**config.mk**
```make
export PLATFORM = sky130hd
export DESIGN_NAME = integer_printf_formatter
export DESIGN_NICKNAME = d
export VERILOG_FILES = /design/src/sv/ipf_pkg.sv /design/src/sv/integer_printf_formatter.sv
export SDC_FILE = /design/constraint.sdc
export NUM_CORES = 1
export LEC_CHECK = 0
export ABC_AREA = 1
export ABC_CLOCK_PERIOD_IN_PS = 7010
export CAP_MARGIN = 20
export CORE_UTILIZATION = 45
export CTS_BUF_LIST = sky130_fd_sc_hd__clkbuf_4
export DETAILED_ROUTE_END_ITERATION = 8
export DONT_BUFFER_PORTS = 1
export RECOVER_POWER = 100
export SLEW_MARGIN = 10
export SYNTH_ARGS = -nofsm -noshare
export SYNTH_HDL_FRONTEND = slang
export SYNTH_SLANG_ARGS = --single-unit
```
**constraint.sdc**
```tcl
create_clock -name i_clk -period 7.01 [get_ports i_clk]
set_clock_uncertainty 0.1 [all_clocks]
set_input_delay 0.3505 -clock i_clk [delete_from_list [all_inputs] [get_ports i_clk]]
set_output_delay 0.3505 -clock i_clk [all_outputs]
set_load 0.01 [all_outputs]
```
**src/sv/ipf_pkg.sv**
```systemverilog
`default_nettype none
package ipf_pkg;

    localparam int IPF_MAX_FIELD = 64;

    localparam int DIG_N = 22;
    localparam int DIG_W = DIG_N * 4;
    localparam int MAG_W = 66;

    localparam logic [2:0] OP_SDEC = 3'd0;
    localparam logic [2:0] OP_UDEC = 3'd1;
    localparam logic [2:0] OP_OCT  = 3'd2;
    localparam logic [2:0] OP_HEXL = 3'd3;
    localparam logic [2:0] OP_HEXU = 3'd4;

    localparam logic [1:0] SZ_INT   = 2'd0;
    localparam logic [1:0] SZ_SHORT = 2'd1;

    localparam logic [7:0] CH_ZERO  = 8'h30;
    localparam logic [7:0] CH_SPACE = 8'h20;
    localparam logic [7:0] CH_MINUS = 8'h2D;
    localparam logic [7:0] CH_PLUS  = 8'h2B;
    localparam logic [7:0] CH_A     = 8'h41;
    localparam logic [7:0] CH_X     = 8'h58;
    localparam logic [7:0] CASE_OFS = 8'd32;

    typedef struct packed {
        logic [2:0]  op;
        logic [1:0]  size_mode;
        logic [63:0] value;
        logic [6:0]  field_width;
        logic        has_precision;
        logic [5:0]  min_digits;
        logic        left_justify;
        logic        force_sign;
        logic        space_sign;
        logic        alt_form;
        logic        zero_fill;
    } t_in;

    typedef struct packed {
        logic [7:0] out_char;
        logic       last_char;
    } t_out;

    typedef enum logic [3:0] {
        ST_IDLE,
        ST_CONV,
        ST_NORM,
        ST_LAYOUT,
        ST_PADL,
        ST_SIGN,
        ST_PFX0,
        ST_PFX1,
        ST_ZERO,
        ST_DIGIT,
        ST_PADR
    } t_state;

endpackage
`default_nettype wire

```
**src/sv/integer_printf_formatter.sv**
```systemverilog
// Integer field formatter, printf style (%d %u %o %x %X).
// Input channel: i_in_valid / o_in_stall with i_in_data (ipf_pkg::t_in). One transfer
// carries one conversion. The block takes one item at a time; o_in_stall is high from
// the transfer until the last character of that field has been loaded into the output
// register.
// Output channel: o_out_valid / i_out_stall with o_out_data (ipf_pkg::t_out), one
// character per transfer, last_char set on the final one. At most MAX_FIELD characters.
// Per item: digit conversion runs one bit per cycle for decimal and one digit per cycle
// for hex (both by operand size) and octal (always all 22 digits). A leading-zero scan
// and the layout step follow, then the field goes out one character per cycle while the
// output is not stalled, passing over empty sections. The serial binary-to-BCD shift and
// the one-character output register set the pace of the block.
// A stall on the output holds the current character and pauses emission; the next
// item is taken once emission is done, even while the last character still waits.
// Reset (synchronous, active low) returns to idle and empties the output register.
`default_nettype none
module integer_printf_formatter #(
    parameter int MAX_FIELD = ipf_pkg::IPF_MAX_FIELD
) (
    input  wire logic         i_clk,
    input  wire logic         i_rst_n,
    input  wire logic         i_in_valid,
    output logic              o_in_stall,
    input  wire ipf_pkg::t_in i_in_data,
    output logic              o_out_valid,
    input  wire logic         i_out_stall,
    output ipf_pkg::t_out     o_out_data
);
    import ipf_pkg::*;

    localparam int RW = $clog2(MAX_FIELD + 1);

    t_state r_state, n_state;
    logic r_out_valid, n_out_valid;
    t_out r_out, n_out;

    logic [DIG_W-1:0] r_dig, n_dig;
    logic [MAG_W-1:0] r_mag, n_mag;
    logic [6:0] r_cnt, n_cnt;
    logic [4:0] r_nd, n_nd;
    logic [6:0] r_pad, n_pad;
    logic [6:0] r_pz, n_pz;
    logic [RW-1:0] r_rem, n_rem;
    logic r_is_dec, n_is_dec;
    logic r_is_oct, n_is_oct;
    logic r_is_hex, n_is_hex;
    logic r_lower, n_lower;
    logic r_sign_on, n_sign_on;
    logic [7:0] r_sign_ch, n_sign_ch;
    logic [6:0] r_width, n_width;
    logic r_has_prec, n_has_prec;
    logic [5:0] r_prec, n_prec;
    logic r_left, n_left;
    logic r_alt, n_alt;
    logic r_zf, n_zf;
    logic r_plen, n_plen;

    logic [2:0] w_op;
    logic [63:0] w_m, w_negv, w_abs, w_align;
    logic w_sb, w_neg;
    logic [DIG_W-1:0] w_dab;
    logic [3:0] w_msd;
    logic [6:0] w_pz0, w_pz1, w_base, w_tot0, w_pzf, w_total, w_padv, w_len;
    logic w_plen_on, w_msd_zero, w_slot, w_emit;
    logic [7:0] w_char;

    assign o_in_stall  = (r_state != ST_IDLE);
    assign o_out_valid = r_out_valid;
    assign o_out_data  = r_out;

    always_comb begin
        w_op = (i_in_data.op > OP_HEXU) ? OP_HEXU : i_in_data.op;
        unique case (i_in_data.size_mode)
            SZ_SHORT: begin
                w_m  = {48'b0, i_in_data.value[15:0]};
                w_sb = i_in_data.value[15];
            end
            SZ_INT: begin
                w_m  = {32'b0, i_in_data.value[31:0]};
                w_sb = i_in_data.value[31];
            end
            default: begin
                w_m  = i_in_data.value;
                w_sb = i_in_data.value[63];
            end
        endcase
        w_neg  = (w_op == OP_SDEC) && w_sb;
        w_negv = ~w_m + 64'd1;
        unique case (i_in_data.size_mode)
            SZ_SHORT: begin
                w_abs   = w_neg ? {48'b0, w_negv[15:0]} : w_m;
                w_align = {w_abs[15:0], 48'b0};
            end
            SZ_INT: begin
                w_abs   = w_neg ? {32'b0, w_negv[31:0]} : w_m;
                w_align = {w_abs[31:0], 32'b0};
            end
            default: begin
                w_abs   = w_neg ? w_negv : w_m;
                w_align = w_abs;
            end
        endcase
    end

    // add-3 correction of every BCD digit before the shift
    always_comb begin
        for (int k = 0; k < DIG_N; k++) begin
            w_dab[k*4 +: 4] = (r_dig[k*4 +: 4] >= 4'd5) ? r_dig[k*4 +: 4] + 4'd3
                                                        : r_dig[k*4 +: 4];
        end
    end

    assign w_msd      = r_dig[DIG_W-1 -: 4];
    assign w_msd_zero = (w_msd == 4'd0);

    always_comb begin
        w_pz0 = (r_has_prec && {1'b0, r_prec} > {2'b0, r_nd})
              ? {1'b0, r_prec} - {2'b0, r_nd} : 7'd0;
        w_pz1 = (r_alt && r_is_oct && w_pz0 == 7'd0 && !w_msd_zero) ? 7'd1 : w_pz0;
        w_plen_on = r_alt && r_is_hex && !w_msd_zero;
        w_base = {6'b0, r_sign_on} + (w_plen_on ? 7'd2 : 7'd0) + {2'b0, r_nd};
        w_tot0 = w_base + w_pz1;
        if (r_zf && !r_has_prec && !r_left && r_width > w_tot0) begin
            w_pzf   = r_width - w_base;
            w_total = r_width;
        end else begin
            w_pzf   = w_pz1;
            w_total = w_tot0;
        end
        w_padv = (r_width > w_total) ? r_width - w_total : 7'd0;
        w_len  = w_total + w_padv;
    end

    assign w_slot = !r_out_valid || !i_out_stall;

    always_comb begin
        n_state = r_state;
        n_out_valid = r_out_valid && i_out_stall;
        n_out = r_out;
        n_dig = r_dig;
        n_mag = r_mag;
        n_cnt = r_cnt;
        n_nd = r_nd;
        n_pad = r_pad;
        n_pz = r_pz;
        n_rem = r_rem;
        n_is_dec = r_is_dec;
        n_is_oct = r_is_oct;
        n_is_hex = r_is_hex;
        n_lower = r_lower;
        n_sign_on = r_sign_on;
        n_sign_ch = r_sign_ch;
        n_width = r_width;
        n_has_prec = r_has_prec;
        n_prec = r_prec;
        n_left = r_left;
        n_alt = r_alt;
        n_zf = r_zf;
        n_plen = r_plen;
        w_emit = 1'b0;
        w_char = CH_SPACE;

        unique case (r_state)
            ST_IDLE: begin
                if (i_in_valid) begin
                    n_state = ST_CONV;
                    n_dig = '0;
                    n_is_dec = (w_op == OP_SDEC) || (w_op == OP_UDEC);
                    n_is_oct = (w_op == OP_OCT);
                    n_is_hex = (w_op == OP_HEXL) || (w_op == OP_HEXU);
                    n_lower = (w_op == OP_HEXL);
                    n_sign_on = w_neg || ((w_op == OP_SDEC) &&
                                (i_in_data.force_sign || i_in_data.space_sign));
                    n_sign_ch = w_neg ? CH_MINUS
                              : (i_in_data.force_sign ? CH_PLUS : CH_SPACE);
                    n_width = i_in_data.field_width;
                    n_has_prec = i_in_data.has_precision;
                    n_prec = i_in_data.min_digits;
                    n_left = i_in_data.left_justify;
                    n_alt = i_in_data.alt_form;
                    n_zf = i_in_data.zero_fill;
                    if (w_op == OP_OCT) begin
                        n_mag = {2'b0, w_abs};
                        n_cnt = 7'(DIG_N);
                    end else begin
                        n_mag = {w_align, 2'b0};
                        unique case (i_in_data.size_mode)
                            SZ_SHORT: n_cnt = 7'd16;
                            SZ_INT:   n_cnt = 7'd32;
                            default:  n_cnt = 7'd64;
                        endcase
                        if (w_op != OP_SDEC && w_op != OP_UDEC) begin
                            n_cnt = n_cnt >> 2;
                        end
                    end
                end
            end
            ST_CONV: begin
                if (r_is_dec) begin
                    n_dig = {w_dab[DIG_W-2:0], r_mag[MAG_W-1]};
                    n_mag = r_mag << 1;
                end else if (r_is_oct) begin
                    n_dig = {r_dig[DIG_W-5:0], 1'b0, r_mag[MAG_W-1 -: 3]};
                    n_mag = r_mag << 3;
                end else begin
                    n_dig = {r_dig[DIG_W-5:0], r_mag[MAG_W-1 -: 4]};
                    n_mag = r_mag << 4;
                end
                n_cnt = r_cnt - 7'd1;
                if (r_cnt == 7'd1) begin
                    n_state = ST_NORM;
                    n_nd = 5'(DIG_N);
                end
            end
            ST_NORM: begin
                if (r_nd > 5'd1 && w_msd_zero) begin
                    n_dig = {r_dig[DIG_W-5:0], 4'b0};
                    n_nd = r_nd - 5'd1;
                end else begin
                    n_state = ST_LAYOUT;
                end
            end
            ST_LAYOUT: begin
                n_pz = w_pzf;
                n_pad = w_padv;
                n_plen = w_plen_on;
                n_rem = (int'(w_len) > MAX_FIELD) ? RW'(MAX_FIELD) : RW'(w_len);
                n_state = ST_PADL;
            end
            ST_PADL: begin
                if (r_left || r_pad == 7'd0) begin
                    n_state = ST_SIGN;
                end else if (w_slot) begin
                    w_emit = 1'b1;
                    w_char = CH_SPACE;
                    n_pad = r_pad - 7'd1;
                end
            end
            ST_SIGN: begin
                if (!r_sign_on) begin
                    n_state = ST_PFX0;
                end else if (w_slot) begin
                    w_emit = 1'b1;
                    w_char = r_sign_ch;
                    n_sign_on = 1'b0;
                end
            end
            ST_PFX0: begin
                if (!r_plen) begin
                    n_state = ST_ZERO;
                end else if (w_slot) begin
                    w_emit = 1'b1;
                    w_char = CH_ZERO;
                    n_state = ST_PFX1;
                end
            end
            ST_PFX1: begin
                if (w_slot) begin
                    w_emit = 1'b1;
                    w_char = CH_X + (r_lower ? CASE_OFS : 8'd0);
                    n_state = ST_ZERO;
                end
            end
            ST_ZERO: begin
                if (r_pz == 7'd0) begin
                    n_state = ST_DIGIT;
                end else if (w_slot) begin
                    w_emit = 1'b1;
                    w_char = CH_ZERO;
                    n_pz = r_pz - 7'd1;
                end
            end
            ST_DIGIT: begin
                if (r_nd == 5'd0) begin
                    n_state = ST_PADR;
                end else if (w_slot) begin
                    w_emit = 1'b1;
                    w_char = (w_msd < 4'd10) ? CH_ZERO + {4'b0, w_msd}
                           : CH_A + {4'b0, w_msd} - 8'd10 + (r_lower ? CASE_OFS : 8'd0);
                    n_dig = {r_dig[DIG_W-5:0], 4'b0};
                    n_nd = r_nd - 5'd1;
                end
            end
            ST_PADR: begin
                if (!r_left || r_pad == 7'd0) begin
                    n_state = ST_IDLE;
                end else if (w_slot) begin
                    w_emit = 1'b1;
                    w_char = CH_SPACE;
                    n_pad = r_pad - 7'd1;
                end
            end
            default: n_state = ST_IDLE;
        endcase

        if (w_emit) begin
            n_out_valid = 1'b1;
            n_out.out_char = w_char;
            n_out.last_char = (r_rem == RW'(1));
            n_rem = r_rem - RW'(1);
            if (r_rem == RW'(1)) begin
                n_state = ST_IDLE;
            end
        end
    end

    always_ff @(posedge i_clk) begin
        if (!i_rst_n) begin
            r_state <= ST_IDLE;
            r_out_valid <= 1'b0;
        end else begin
            r_state <= n_state;
            r_out_valid <= n_out_valid;
        end
    end

    always_ff @(posedge i_clk) begin
        r_out <= n_out;
        r_dig <= n_dig;
        r_mag <= n_mag;
        r_cnt <= n_cnt;
        r_nd <= n_nd;
        r_pad <= n_pad;
        r_pz <= n_pz;
        r_rem <= n_rem;
        r_is_dec <= n_is_dec;
        r_is_oct <= n_is_oct;
        r_is_hex <= n_is_hex;
        r_lower <= n_lower;
        r_sign_on <= n_sign_on;
        r_sign_ch <= n_sign_ch;
        r_width <= n_width;
        r_has_prec <= n_has_prec;
        r_prec <= n_prec;
        r_left <= n_left;
        r_alt <= n_alt;
        r_zf <= n_zf;
        r_plen <= n_plen;
    end

`ifndef SYNTHESIS
    a_accept_starts_conv: assert property (@(posedge i_clk) disable iff (!i_rst_n)
        (i_in_valid && !o_in_stall) |=> (r_state == ST_CONV))
        else $error("accepted item did not start conversion");

    a_rem_nonzero: assert property (@(posedge i_clk) disable iff (!i_rst_n)
        (r_state == ST_PADL || r_state == ST_SIGN || r_state == ST_PFX0 ||
         r_state == ST_PFX1 || r_state == ST_ZERO || r_state == ST_DIGIT) |-> (r_rem != '0))
        else $error("emission running with no characters left");

    a_norm_digits: assert property (@(posedge i_clk) disable iff (!i_rst_n)
        (r_state == ST_NORM) |-> (r_nd != 5'd0))
        else $error("digit count reached zero during scan");

    a_last_ends_item: assert property (@(posedge i_clk) disable iff (!i_rst_n)
        (w_emit && r_rem == RW'(1)) |=> (r_state == ST_IDLE && o_out_valid && o_out_data.last_char))
        else $error("final character did not end the item");

    a_emit_needs_slot: assert property (@(posedge i_clk) disable iff (!i_rst_n)
        w_emit |-> (!r_out_valid || !i_out_stall))
        else $error("character produced into an occupied output register");
`endif

endmodule
`default_nettype wire

```
# Yosys cells after proc, flatten, opt, wreduce, memory -nomap -nowiden
# Index checks and enable logic that the tools add are counted.
[word_totals]
regBits = 232
in_bits = 92
out_inout_bits = 11
elab_cells = 278
[classes]
n_addsub = 40
n_lt_le_gt_ge = 29
eq_ne = 27
muxes = 107
n_bitwise = 1
reduce_logical = 50
[ops]
columns = ["operator", "n"]
rows = [
  ["$mux W88", 5],
  ["$pmux W64 S2", 3],
  ["$pmux W88 S4", 1],
  ["$mux W66", 4],
  ["$mux W64", 3],
  ["$mux W4", 36],
  ["$pmux W66 S2", 1],
  ["$mux W7", 16],
  ["$ge A4 B3 Y1 const B", 22],
  ["$add A4 B2 Y4 const B", 21],
  ["$add A64 B1 Y64 const B", 1],
  ["$not A64 Y64", 1],
  ["$mux W8", 7],
  ["$pmux W4 S11", 1],
  ["$pmux W7 S2", 3],
  ["$pmux W8 S5", 1],
  ["$mux W5", 6],
  ["$sub A7 B1 Y7 const B", 4],
  ["$logic_not A7 Y1", 3],
  ["$pmux W7 S3", 1],
  ["$ne A2 B2 Y1 const B", 9],
  ["$eq A4 B3 Y1 const B", 4],
  ["$pmux W5 S3", 1],
  ["$eq A7 B1 Y1 const B", 2],
  ["other kinds (47)", 98],
]

# Logic depth before layout (Yosys ltp)
# Gate-level depths: netlist of the first run.
[depth]
word_depth = 18
mapped_depth = 62
ltp_nobuf = 62

# Least setup slack after synthesis of the first run
# No wires, ideal clock.
[synth_path]
path_kind = "flip-flop to flip-flop"
start = "register r_nd[2]"
end = "register r_rem[2], data pin"
t_arrival_ps = 7263
required_time_ps = 6654
path_slack_ps = -609
path_stages_with_launch = 57
n_path_buf = 2
synth_period_minus_slack_ps = 7619
cell_sequence = "edfxtp_1 -> clkbuf_1 -> inv_1 -> ha_1 -> nand3_1 -> nand2_1 -> nand2_1 -> nand2_1 -> a21oi_1 -> nand2_1 -> nand3_2 -> nor3_1 -> nor2_1 -> a31oi_1 -> inv_1 -> ha_1 -> fa_1 -> nand3_1 -> (+21 left out) -> nor2_1 -> o21ai_1 -> nand2_1 -> nand2_2 -> nor2_1 -> nand2_1 -> fa_1 -> o21ai_0 -> a21oi_1 -> nor2_1 -> nor2_1 -> or2_1 -> nand3_1 -> nand2_1 -> inv_2 -> nand2_2 -> nand2_1 -> nand2_1"
[synth_between]
elab_chain_len = 18
word_cells_on_any_way = 24
[synth_rtl]
columns = ["item", "line", "source"]
rows = [
  ["start, declared", "integer_printf_formatter.sv:40", "logic [4:0] r_nd, n_nd;"],
  ["start signal, assigned", "integer_printf_formatter.sv:322", "r_nd <= n_nd;"],
  ["$gt A6 B5 Y1", "integer_printf_formatter.sv:117", "w_pz0 = (r_has_prec && {1'b0, r_prec} > {2'b0, r_nd})"],
  ["$logic_and A1 B1 Y1", "integer_printf_formatter.sv:117", ""],
  ["$mux W7", "integer_printf_formatter.sv:118", "? {1'b0, r_prec} - {2'b0, r_nd} : 7'd0;"],
  ["$logic_not A7 Y1", "integer_printf_formatter.sv:119", "w_pz1 = (r_alt && r_is_oct && w_pz0 == 7'd0 && !w_msd_zero) ? 7'd1 : w_pz0;"],
  ["$logic_and A1 B1 Y1 (2 in series)", "integer_printf_formatter.sv:119", ""],
  ["$mux W7", "integer_printf_formatter.sv:119", ""],
  ["$add A6 B7 Y7", "integer_printf_formatter.sv:122", "w_tot0 = w_base + w_pz1;"],
  ["$gt A7 B7 Y1", "integer_printf_formatter.sv:123", "if (r_zf && !r_has_prec && !r_left && r_width > w_tot0) begin"],
  ["(+2 left out)", "-", ""],
  ["$sub A7 B7 Y7 or $gt A7 B7 Y1 (tied branches)", "integer_printf_formatter.sv:130", "w_padv = (r_width > w_total) ? r_width - w_total : 7'd0;"],
  ["$mux W7", "integer_printf_formatter.sv:130", ""],
  ["$add A7 B7 Y7", "integer_printf_formatter.sv:131", "w_len = w_total + w_padv;"],
  ["$gt A7 B7 Y1", "integer_printf_formatter.sv:227", "n_rem = (int'(w_len) > MAX_FIELD) ? RW'(MAX_FIELD) : RW'(w_len);"],
  ["$mux W7", "integer_printf_formatter.sv:227", ""],
  ["$mux W7", "integer_printf_formatter.sv:163", "unique case (r_state)"],
  ["$mux W7 (*)", "integer_printf_formatter.sv:296", "if (w_emit) begin"],
  ["net n_rem[2]", "integer_printf_formatter.sv:43", "logic [RW-1:0] r_rem, n_rem;"],
  ["end signal, assigned", "integer_printf_formatter.sv:325", "r_rem <= n_rem;"],
  ["end, declared", "integer_printf_formatter.sv:43", ""],
]
# The timed path passes the listed nets; every way through them passes the cells marked *. The select of a mux whose other input is x is not followed.
# A chain may end at the register's enable or synchronous reset.

# Worst setup path in the final report of the first run
[layout_path]
start = "register r_prec[2]"
end = "register r_rem[2], data pin"
[layout_between]
elab_chain_len = 18
word_cells_on_any_way = 20
[layout_rtl]
columns = ["item", "line", "source"]
rows = [
  ["start, declared", "integer_printf_formatter.sv:52", "logic [5:0] r_prec, n_prec;"],
  ["start signal, assigned", "integer_printf_formatter.sv:334", "r_prec <= n_prec;"],
  ["$gt A6 B5 Y1", "integer_printf_formatter.sv:117", ""],
  ["$logic_and A1 B1 Y1", "integer_printf_formatter.sv:117", ""],
  ["$mux W7 (*)", "integer_printf_formatter.sv:118", ""],
  ["$logic_not A7 Y1", "integer_printf_formatter.sv:119", ""],
  ["$logic_and A1 B1 Y1 (2 in series)", "integer_printf_formatter.sv:119", ""],
  ["$mux W7 (*)", "integer_printf_formatter.sv:119", ""],
  ["$add A6 B7 Y7 (*)", "integer_printf_formatter.sv:122", ""],
  ["$gt A7 B7 Y1", "integer_printf_formatter.sv:123", ""],
  ["(+2 left out)", "-", ""],
  ["$sub A7 B7 Y7 or $gt A7 B7 Y1 (tied branches)", "integer_printf_formatter.sv:130", ""],
  ["$mux W7", "integer_printf_formatter.sv:130", ""],
  ["$add A7 B7 Y7 (*)", "integer_printf_formatter.sv:131", ""],
  ["$gt A7 B7 Y1", "integer_printf_formatter.sv:227", ""],
  ["$mux W7 (*)", "integer_printf_formatter.sv:227", ""],
  ["$mux W7 (*)", "integer_printf_formatter.sv:163", ""],
  ["$mux W7 (*)", "integer_printf_formatter.sv:296", ""],
  ["net n_rem[2]", "integer_printf_formatter.sv:43", ""],
]
# Marks and branches as above.

==> metrics, run 1 <==
Rel. slew slack -103%; RSZ-0062 raised after global routing yes; fin cells 3092; Antenna Nets Post-Route 0; Worst path slowest cell edfxtp_1; CTS H-Tree Depth 3; Reg power frac 37.0%; CTS tree yes; vias in the first global route 17200; fmax 139 MHz; worst hold path type in -> reg; RePlAce Congestion 0.928; Synth Register Bits 226; VDD IR max 0.0894 mV; Synth-to-Final Area Change 16.8%; failing checks max-capacitance violations, max-slew violations, negative setup slack; average routed wire per standard cell 17.9 µm; Synth Cell Area 18000 µm²; hold violation count in the final report 0; P_int 3180 µW; Sw Share 36.9%; # setup viols final 9; required time worst endpoint 7.40 ns; Overflow after GRT 0; Final min period 7.21 ns; drc violations 0; DP Wirelength 38100 µm; Distinct cells, synth 70; P_sw 1860 µW; cells after synthesis 2346; yosys warns 0; startpoint types flop; first-pass GRT wire length 88400 µm; final core occ 53.8%; syn avg cell area 7.68 µm²; Die W 202 µm; Detailed Routing Iterations Pass 1 8; Net count, final 2715; crit-path leading delay family simple AND/OR/NAND/NOR gates; CTS Buf Count 68; CP peak stage delay 0.43 ns; # IOs 103; Crit. End Element flop; drt first-iter violations 1641; Mapped Nets 2537; Vias/cell 5.63; Clock Latency Late Sink 0.76 ns; CTS root buf clkbuf_4; final WL 55400 µm; share of the yosys chip area belonging to registers 37.4%; number of synthesized flops with an enable pin 221; final worst slack -0.204 ns; initial core utilization 46.1%; arrival time worst endpoint 7.60 ns; Final Slew Violations 157; final worst path period share 103%; layout cells sized above 1 14.5%; antenna violations before repair 1; worst slew pin tran 3.04 ns; Rows 72; clock network power share 25.7%; worst-path fanout max 6; max-cap check violation count 4; clk sinks 226; Crit path top cell by count nand2_1; Core Area 39100 µm²; Max Buffers Root-to-Sink 3; total track usage 27.0%; Buffers & Inverters on Critical Path 9; placed insts 2866; power per cell area 239 nW/µm²; I/O Buffers 0; Top FF cell, synth edfxtp_1; Clock Pin Slew Worst Setup and Hold Paths 0.06 ns; Leak 0.00893 µW; Combinational Power Share 37.3%; total power 5040 µW; CP Class reg -> reg; chip height 202 µm; largest net degree at the start of global routing 83; status finished, violations left; via count 17400; Die ar. 40800 µm²; ys async rst share 0%
[power by group through the flow]
stage	Clock [µW]	Combinational [µW]	Sequential, µW
after floorplan	0	1140	1860
after global placement	0	1620	1880
after detailed placement	0	1660	1880
after CTS	1340	1780	1850
after global routing	1400	2090	1880
final	1300	1880	1860
[flip-flops by register name, summed over array words and instances, names as in the netlist]
| name | flops |
|---|---|
| r_dig | 88 |
| r_mag | 66 |
| o_out_data | 8 |
| r_cnt | 7 |
| r_pad | 7 |
| r_pz | 7 |
| r_rem | 7 |
| r_width | 7 |
| r_prec | 6 |
| r_nd | 5 |
| r_state | 4 |
| r_sign_ch | 3 |
| o_out_valid | 1 |
| r_alt | 1 |
| r_has_prec | 1 |
| r_is_dec | 1 |
| r_is_hex | 1 |
| r_is_oct | 1 |
| r_left | 1 |
| r_lower | 1 |
| r_plen | 1 |
| r_sign_on | 1 |
| r_zf | 1 |
[layout by cell type, fill, tap and decap left out, types with 83 or more instances in the layout]
| master | n |
|---|---|
| buf_4 | 118 |
| nor2_1 | 214 |
| clkbuf_4 | 99 |
| edfxtp_1 | 221 |
| o21ai_0 | 210 |
| inv_1 | 306 |
| ha_1 | 83 |
| a21oi_1 | 128 |
| nand3_1 | 103 |
| nand2_1 | 451 |
[metrics by stage]
step / setup WS [ns] / area, µm² / TNS [ns] / hold WS, ns
2_1_floorplan: 0.0245 / 18100 / 0 / 0.349
3_5_place_dp: -0.374 / 19000 / -2.49 / 0.349
4_1_cts: -0.0571 / 20900 / -0.273 / 0.000835
5_1_grt: -0.731 / 21000 / -10.23 / 0.0165
6_report: -0.204 / 21000 / -1.52 / 0.0536
3_3_place_gp: -0.115 / 19000 / -0.725 / 0.349
[what timing repair did]
action                                 4_1_cts  5_1_grt
gates resized for setup                     30       38
pin swaps                                   21       14
endpoints found under the hold margin       82        0
hold buffers                                66        0
cloned                                       0        0
setup buffers                               34        4
setup endpoints to repair                    7        7
[cells in the mapped netlist (all sizes together) (2+ instances only)]
library cell  count  area [µm²]
a211oi           11        82.6
a21boi            8        60.1
a21o              2        15.0
a21oi           141         709
a22oi            19         143
a31o              9        78.8
a31oi             7        43.8
buf              28         146
clkbuf           64         300
clkinv            4        17.5
dfxtp             5         100
edfxtp          221        6640
fa                6         120
ha               93        1160
inv             324        1220
mux2i             4        40.0
nand2           475        1830
nand3           112         618
nand3b           10        75.1
nand4            22         144
nor2            240         976
nor3             25         130
nor3b             4        30.0
nor4              4        31.3
o2111ai           2        17.5
o211ai           28         210
o21ai           246        1240
o221ai           42         368
o22ai            61         382
o2bb2ai           2        17.5
o31ai             4        30.0
o32ai            15         131
or2              15        93.8
xnor2            15         131
xor2             67         587
[kinds of logic after synthesis]
| group | Yosys count | synth area share, % |
|---|---|---|
| muxes | 4 | 0.222 |
| buffers and inverters | 420 | 9.37 |
| DFF | 226 | 37.4 |
| other | 1 | 0.0208 |
| and+or+nand+nor | 908 | 21.8 |
| AOI/OAI and AO/OA | 606 | 20.0 |
| xor gates and xnor gates | 82 | 3.99 |
| adders and majority gates | 99 | 7.13 |
[layer usage]
| metal | global-route usage, % | vias up | part of all wire (%) |
|---|---|---|---|
| met5 | 0 | - | 0 |
| met4 | 13.1 | 0 | 4.1 |
| met3 | 4.63 | 155 | 6.0 |
| met2 | 45.8 | 624 | 48 |
| met1 | 33.1 | 8160 | 42 |
| li1 | - | 8472 | - |
[worst paths after layout]
path	startpoint	end	slack, ns	cells after the start
worst max-delay path	r_prec[2]$_DFFE_PP_	r_rem[2]$_DFFE_PP_	-0.20	55
worst max register to register	r_prec[2]$_DFFE_PP_	r_rem[2]$_DFFE_PP_	-0.20	55
worst min register to register	r_sign_ch[2]$_SDFFCE_PP1P_	o_out_data[3]$_SDFFCE_PN0P_	0.44	2
worst min-delay path	i_in_data[57]	r_mag[38]$_DFFE_PP_	0.05	3
[tightest hold or removal path: stages]
cell and delay, ns:
nand2_1 0.03, nand3b_1 0.18, o211ai_1 0.11
[area by class of cell]
type / instances / area (µm²)
Timing Repair Buffer: 200 / 1640
Clock inverter: 23 / 128
Multi-Input combinational cell: 1700 / 9910
Clock buffer: 96 / 721
Sequential cell: 226 / 6740
Tap cell: 518 / 648
Fill cell: 3762 / 18100
Antenna cell: 1 / 2.50
Inverter: 328 / 1240
Power figures use the tool's default switching activity.
==> run 2, diff against run 1 <==
--- a/config.mk
+++ b/config.mk
@@ -8,7 +8,7 @@
 export ABC_AREA = 1
 export ABC_CLOCK_PERIOD_IN_PS = 7010
 export CAP_MARGIN = 20
-export CORE_UTILIZATION = 45
+export CORE_UTILIZATION = 35
 export CTS_BUF_LIST = sky130_fd_sc_hd__clkbuf_4
 export DETAILED_ROUTE_END_ITERATION = 8
 export DONT_BUFFER_PORTS = 1
==> metrics, run 2 (synthesis gave the netlist of run 1 again) <==
average routed wire per standard cell 16.9 µm (was 17.9 µm); Max Buffers Root-to-Sink 3 (unchanged); worst slew pin tran 2.81 ns (was 3.04 ns); max reg flops 88 (unchanged); fin cells 3281 (was 3092); Die W 229 µm (was 202 µm); placed insts 3028 (was 2866); fillers 5114 (was 3762); Reg2Reg Depth 56 (was 55); largest net degree at the start of global routing 83 (unchanged); Detailed Routing Iterations Pass 1 8 (unchanged); failing checks max-capacitance violations, max-slew violations, negative setup slack (unchanged); CP startpoint r_prec[1]$_DFFE_PP_ (was r_prec[2]$_DFFE_PP_); CTS Buf Count 70 (was 68); VDD IR max 0.0990 mV (was 0.0894 mV); hold violation count in the final report 0 (unchanged); Vias/cell 5.36 (was 5.63); # IOs 103 (unchanged); FF/Latch Area 6740 µm² (unchanged); final WL 55300 µm (was 55400 µm); commonest non-fill, non-tap cell in the layout nand2_1 (unchanged); Rows 82 (was 72); busiest layer in global routing met2 (unchanged); Leak 0.00908 µW (was 0.00893 µW); capturing point of the worst reg2reg path r_rem[0]$_DFFE_PP_ (was r_rem[2]$_DFFE_PP_); Core Area 50500 µm² (was 39100 µm²); chip height 229 µm (was 202 µm); Worst Hold Path EP r_mag[37]$_DFFE_PP_ (was r_mag[38]$_DFFE_PP_); HP Start i_in_data[56] (was i_in_data[57]); initial core utilization 35.7% (was 46.1%); RSZ-0062 raised after global routing yes (unchanged); DP Wirelength 38400 µm (was 38100 µm); CP peak stage delay 0.44 ns (was 0.43 ns); Clock Pin Slew Worst Setup and Hold Paths 0.07 ns (was 0.06 ns); Clock Latency Late Sink 0.77 ns (was 0.76 ns); Die ar. 52400 µm² (was 40800 µm²); reg-to-reg startpoint r_prec[1]$_DFFE_PP_ (was r_prec[2]$_DFFE_PP_); startpoint types flop (unchanged); Largest Register r_dig (unchanged); Net count, final 2744 (was 2715); total track usage 20.9% (was 27.0%); Final min period 7.25 ns (was 7.21 ns); pre-CTS WS -0.452 ns (was -0.374 ns); status finished, violations left (unchanged); total power 5080 µW (was 5040 µW); arrival time worst endpoint 7.65 ns (was 7.60 ns); antenna violations before repair 1 (unchanged); Rel. slew slack -88.1% (was -103%); crit-path leading delay family simple AND/OR/NAND/NOR gates (unchanged); fmax 138 MHz (was 139 MHz); most frequent cells in the layout 452 x nand2_1, 306 x inv_1, 221 x edfxtp_1, 217 x nor2_1, 215 x o21ai_0 (was 451 x nand2_1, 306 x inv_1, 221 x edfxtp_1, 214 x nor2_1, 210 x o21ai_0); Multi-input gate area 9870 µm² (was 9910 µm²); Buffers & Inverters on Critical Path 6 (was 9); Antenna Nets Post-Route 0 (unchanged); setup TNS -2.40 ns (was -1.52 ns); Final Slew Violations 299 (was 157); max-cap check violation count 6 (was 4); via count 17600 (was 17400); clk sinks 226 (unchanged); vias in the first global route 17300 (was 17200); worst hold path type in -> reg (unchanged); worst-path fanout max 6 (unchanged); Crit. End Element flop (unchanged); first-pass GRT wire length 88600 µm (was 88400 µm); CTS tree yes (unchanged); power per cell area 236 nW/µm² (was 239 nW/µm²); final worst path period share 103% (about the same); M2 GR Usage 33.8% (was 45.8%); CP Class reg -> reg (unchanged); # setup viols final 11 (was 9); drt first-iter violations 1319 (was 1641); drc violations 0 (unchanged); Hold Crit Depth 5 (was 3); Crit path top cell by count nand2_2 (was nand2_1); CTS H-Tree Depth 3 (unchanged); CTS root buf clkbuf_4 (unchanged); final worst slack -0.237 ns (was -0.204 ns); RePlAce Congestion 0.917 (was 0.928); final core occ 42.6% (was 53.8%); Worst path slowest cell edfxtp_1 (unchanged); GR Util met1 26.8% (was 33.1%); M3 GR Usage 4.57% (was 4.63%); layout cells sized above 1 14.1% (was 14.5%); R2R setup slack -0.24 ns (was -0.20 ns); Synth-to-Final Area Change 19.4% (was 16.8%); I/O Buffers 0 (unchanged); required time worst endpoint 7.41 ns (was 7.40 ns); Overflow after GRT 0 (unchanged)
run 2: cell count changes in the layout (fill, tap and decap cells not counted), sizes merged:
cell	delta
bufinv	+1
diode	+2
dlygate4sd3	+23
clkbuf	-5
clkinv	+5
buf	+9
run 2: tightest hold or removal path: stages:
cell,delay (ns)
a21oi_1,0.02
nand3b_1,0.22
nand2_1,0.10
nand3_1,0.07
nand2_1,0.06
run 2: worst max-delay path by stage:
| stage | slack [ns] | depth (start not counted) | endpoint |
|---|---|---|---|
| detailed placement | -0.45 | 55 | r_rem[0]$_DFFE_PP_ |
| floorplan | 0.02 | 62 | r_rem[2]$_DFFE_PP_ |
| global placement | -0.25 | 57 | r_rem[2]$_DFFE_PP_ |
| finish | -0.24 | 56 | r_rem[0]$_DFFE_PP_ |
| global route | -0.78 | 56 | r_rem[5]$_DFFE_PP_ |
| CTS | -0.17 | 58 | r_rem[0]$_DFFE_PP_ |
run 2: metrics by stage:
stage / hold WS, ns / cell area, µm²
2_1_floorplan: 0.349 / 18100
3_3_place_gp: 0.349 / 19300
4_1_cts: 0.00222 / 21500
5_1_grt: 0.0662 / 21500
3_5_place_dp: 0.349 / 19300
6_report: 0.0621 / 21500
run 2: what timing repair did:
item / 4_1_cts / 5_1_grt
pin swaps: 24 / 37
buffers inserted: 31 / 4
hold buffers: 90 / 0
endpoints found under the setup margin: 7 / 7
endpoints found under the hold margin: 98 / 0
resized for setup: 37 / 19
run 2: power by group:
part / internal, µW / total, µW / leakage [µW] / switching, µW
logic: 783 / 1850 / 0.00631 / 1070
clock network: 711 / 1360 / 0.000524 / 647
registers: 1740 / 1870 / 0.00224 / 124
run 2: layout make-up:
| cell class | count | area share [%] |
|---|---|---|
| Antenna cell | 3 | 0.0349 |
| Timing Repair Buffer | 227 | 8.92 |
| Inverter | 328 | 5.77 |
| Multi-Input combinational cell | 1700 | 45.9 |
| Sequential cell | 226 | 31.3 |
| Tap cell | 672 | 3.91 |
| Clock buffer | 96 | 3.35 |
| Clock inverter | 29 | 0.809 |
run 2: metal layers:
layer / vias up / routed length [µm]
met3: 130 / 4210
met4: 0 / 1850
met1: 8270 / 23900
met2: 649 / 25300
met5: - / 0
li1: 8552 / -
==> run 3, diff against run 2 <==
--- a/config.mk
+++ b/config.mk
@@ -9,7 +9,6 @@
 export ABC_CLOCK_PERIOD_IN_PS = 7010
 export CAP_MARGIN = 20
 export CORE_UTILIZATION = 35
-export CTS_BUF_LIST = sky130_fd_sc_hd__clkbuf_4
 export DETAILED_ROUTE_END_ITERATION = 8
 export DONT_BUFFER_PORTS = 1
 export RECOVER_POWER = 100
==> metrics, run 3 (synthesis gave the netlist of run 1 again) <==
drc violations 0 (unchanged); initial core utilization 35.7% (unchanged); Detailed Routing Iterations Pass 1 6 (was 8); first-pass GRT wire length 86300 µm (was 88600 µm); Net count, final 2638 (was 2744); Clock Latency Late Sink 0.58 ns (was 0.77 ns); RSZ-0062 raised after global routing yes (unchanged); Crit. End Element flop (unchanged); Overflow after GRT 0 (unchanged); CP Class reg -> reg (unchanged); max-cap check violation count 8 (was 6); pre-CTS WS -0.452 ns (unchanged); # diodes 0 (was 3); VDD IR max 0.185 mV (was 0.0990 mV); worst hold path type in -> reg (unchanged); average routed wire per standard cell 17.3 µm (was 16.9 µm); Reg2Reg Depth 54 (was 56); via count 17100 (was 17600); Rows 82 (unchanged); largest net degree at the start of global routing 83 (unchanged); failing checks max-capacitance violations, max-slew violations, negative setup slack (unchanged); Worst Hold Path EP r_mag[34]$_DFFE_PP_ (was r_mag[37]$_DFFE_PP_); setup TNS -1.38 ns (was -2.40 ns); max reg flops 88 (unchanged); startpoint types flop (unchanged); commonest non-fill, non-tap cell in the layout nand2_1 (unchanged); reg-to-reg startpoint r_prec[1]$_DFFE_PP_ (unchanged); hold violation count in the final report 0 (unchanged); busiest layer in global routing met2 (unchanged); M3 GR Usage 3.51% (was 4.57%); Crit path top cell by count nand2_2 (unchanged); CTS Buf Count 28 (was 70); # IOs 103 (unchanged); Rel. slew slack -91.7% (was -88.1%); required time worst endpoint 7.23 ns (was 7.41 ns); M2 GR Usage 33.3% (was 33.8%); layout cells sized above 1 12.9% (was 14.1%); most frequent cells in the layout 448 x nand2_1, 304 x inv_1, 221 x edfxtp_1, 217 x nor2_1, 212 x o21ai_0 (was 452 x nand2_1, 306 x inv_1, 221 x edfxtp_1, 217 x nor2_1, 215 x o21ai_0); Leak 0.00884 µW (was 0.00908 µW); I/O Buffers 0 (unchanged); DP Wirelength 38400 µm (unchanged); Die W 229 µm (unchanged); final worst slack -0.214 ns (was -0.237 ns); worst-path fanout max 6 (unchanged); # setup viols final 7 (was 11); Worst path slowest cell edfxtp_1 (unchanged); Final min period 7.22 ns (was 7.25 ns); final WL 54200 µm (was 55300 µm); final worst path period share 103% (about the same); CP peak stage delay 0.42 ns (was 0.44 ns); total track usage 20.3% (was 20.9%); Max Buffers Root-to-Sink 3 (unchanged); post-layout instance area 21100 µm² (was 21500 µm²); Final Slew Violations 402 (was 299); power per cell area 259 nW/µm² (was 236 nW/µm²); Hold Crit Depth 2 (was 5); GR Util met1 26.8% (about the same); chip height 229 µm (unchanged); worst slew pin tran 2.87 ns (was 2.81 ns); CTS tree yes (unchanged); status finished, violations left (unchanged); Clock Pin Slew Worst Setup and Hold Paths 0.07 ns (about the same); Core Area 50500 µm² (unchanged); vias in the first global route 16400 (was 17300); placed insts 3028 (unchanged); R2R setup slack -0.21 ns (was -0.24 ns); Antenna Nets Post-Route 0 (unchanged); Synth-to-Final Area Change 17.3% (was 19.4%); RePlAce Congestion 0.917 (unchanged); area post-placement 19300 µm² (unchanged); clk sinks 226 (unchanged); total power 5480 µW (was 5080 µW); fin cells 3141 (was 3281); drt first-iter violations 1557 (was 1319); antenna violations before repair 0 (was 1); CTS H-Tree Depth 1 (was 3); Largest Register r_dig (unchanged); CTS root buf clkbuf_16 (was clkbuf_4); HP Start i_in_data[84] (was i_in_data[56]); capturing point of the worst reg2reg path r_rem[0]$_DFFE_PP_ (unchanged); arrival time worst endpoint 7.44 ns (was 7.65 ns); Vias/cell 5.44 (was 5.36); fmax 138 MHz (about the same); Die ar. 52400 µm² (unchanged)
## run 3: where the power goes
group          internal, µW  switching, µW
registers              1740            123
logic                   759           1070
clock network          1160            635
## run 3: through the flow
stage	utilization [%]	hold slack, ns
after floorplan	-	0.349
after global placement	38.2	0.349
after detailed placement	38.2	0.349
after CTS	41.6	0.00205
after global routing	41.8	0.0358
final	41.8	0.0295
## run 3: worst max-delay path: cells and delay by family, from the launching register on
kind | cells | cell delay, ns
xor gates and xnor gates | 1 | 0.19
adders and majority gates | 6 | 1.82
and+or+nand+nor | 32 | 2.82
buffers and inverters | 6 | 0.54
DFF | 1 | 0.42
AOI/OAI and AO/OA | 9 | 1.08
## run 3: metal layers
metal	vias to the layer above	part of all wire (%)
met5	-	0
met4	0	3.1
met3	101	6.7
met2	604	46
met1	8075	44
li1	8293	-
## run 3: final cells by class
class,count,area [µm²]
timing repair buffer,163,1260
multi-input combinational,1700,9920
clock inverter,22,394
inverter,328,1240
sequential,226,6740
clock buffer,30,729
tap,672,841
fill,5099,29400
## run 3: worst max path at each step
stage | start | end | slack, ns | cells after the start
after floorplan | r_nd[2]$_SDFFCE_PP1P_ | r_rem[2]$_DFFE_PP_ | 0.02 | 62
after global placement | r_dig[85]$_SDFFCE_PN0P_ | r_rem[2]$_DFFE_PP_ | -0.25 | 57
after detailed placement | r_dig[85]$_SDFFCE_PN0P_ | r_rem[0]$_DFFE_PP_ | -0.45 | 55
after CTS | r_prec[0]$_DFFE_PP_ | r_rem[0]$_DFFE_PP_ | -0.13 | 60
after global routing | r_prec[2]$_DFFE_PP_ | r_rem[5]$_DFFE_PP_ | -0.70 | 54
final | r_prec[1]$_DFFE_PP_ | r_rem[0]$_DFFE_PP_ | -0.21 | 54
## run 3: what timing repair did
action	4_1_cts	5_1_grt
endpoints found under the hold margin	28	0
endpoints found under the setup margin	7	7
resized for setup	37	30
buffers inserted	28	7
hold buffers	25	0
pin swaps	26	36
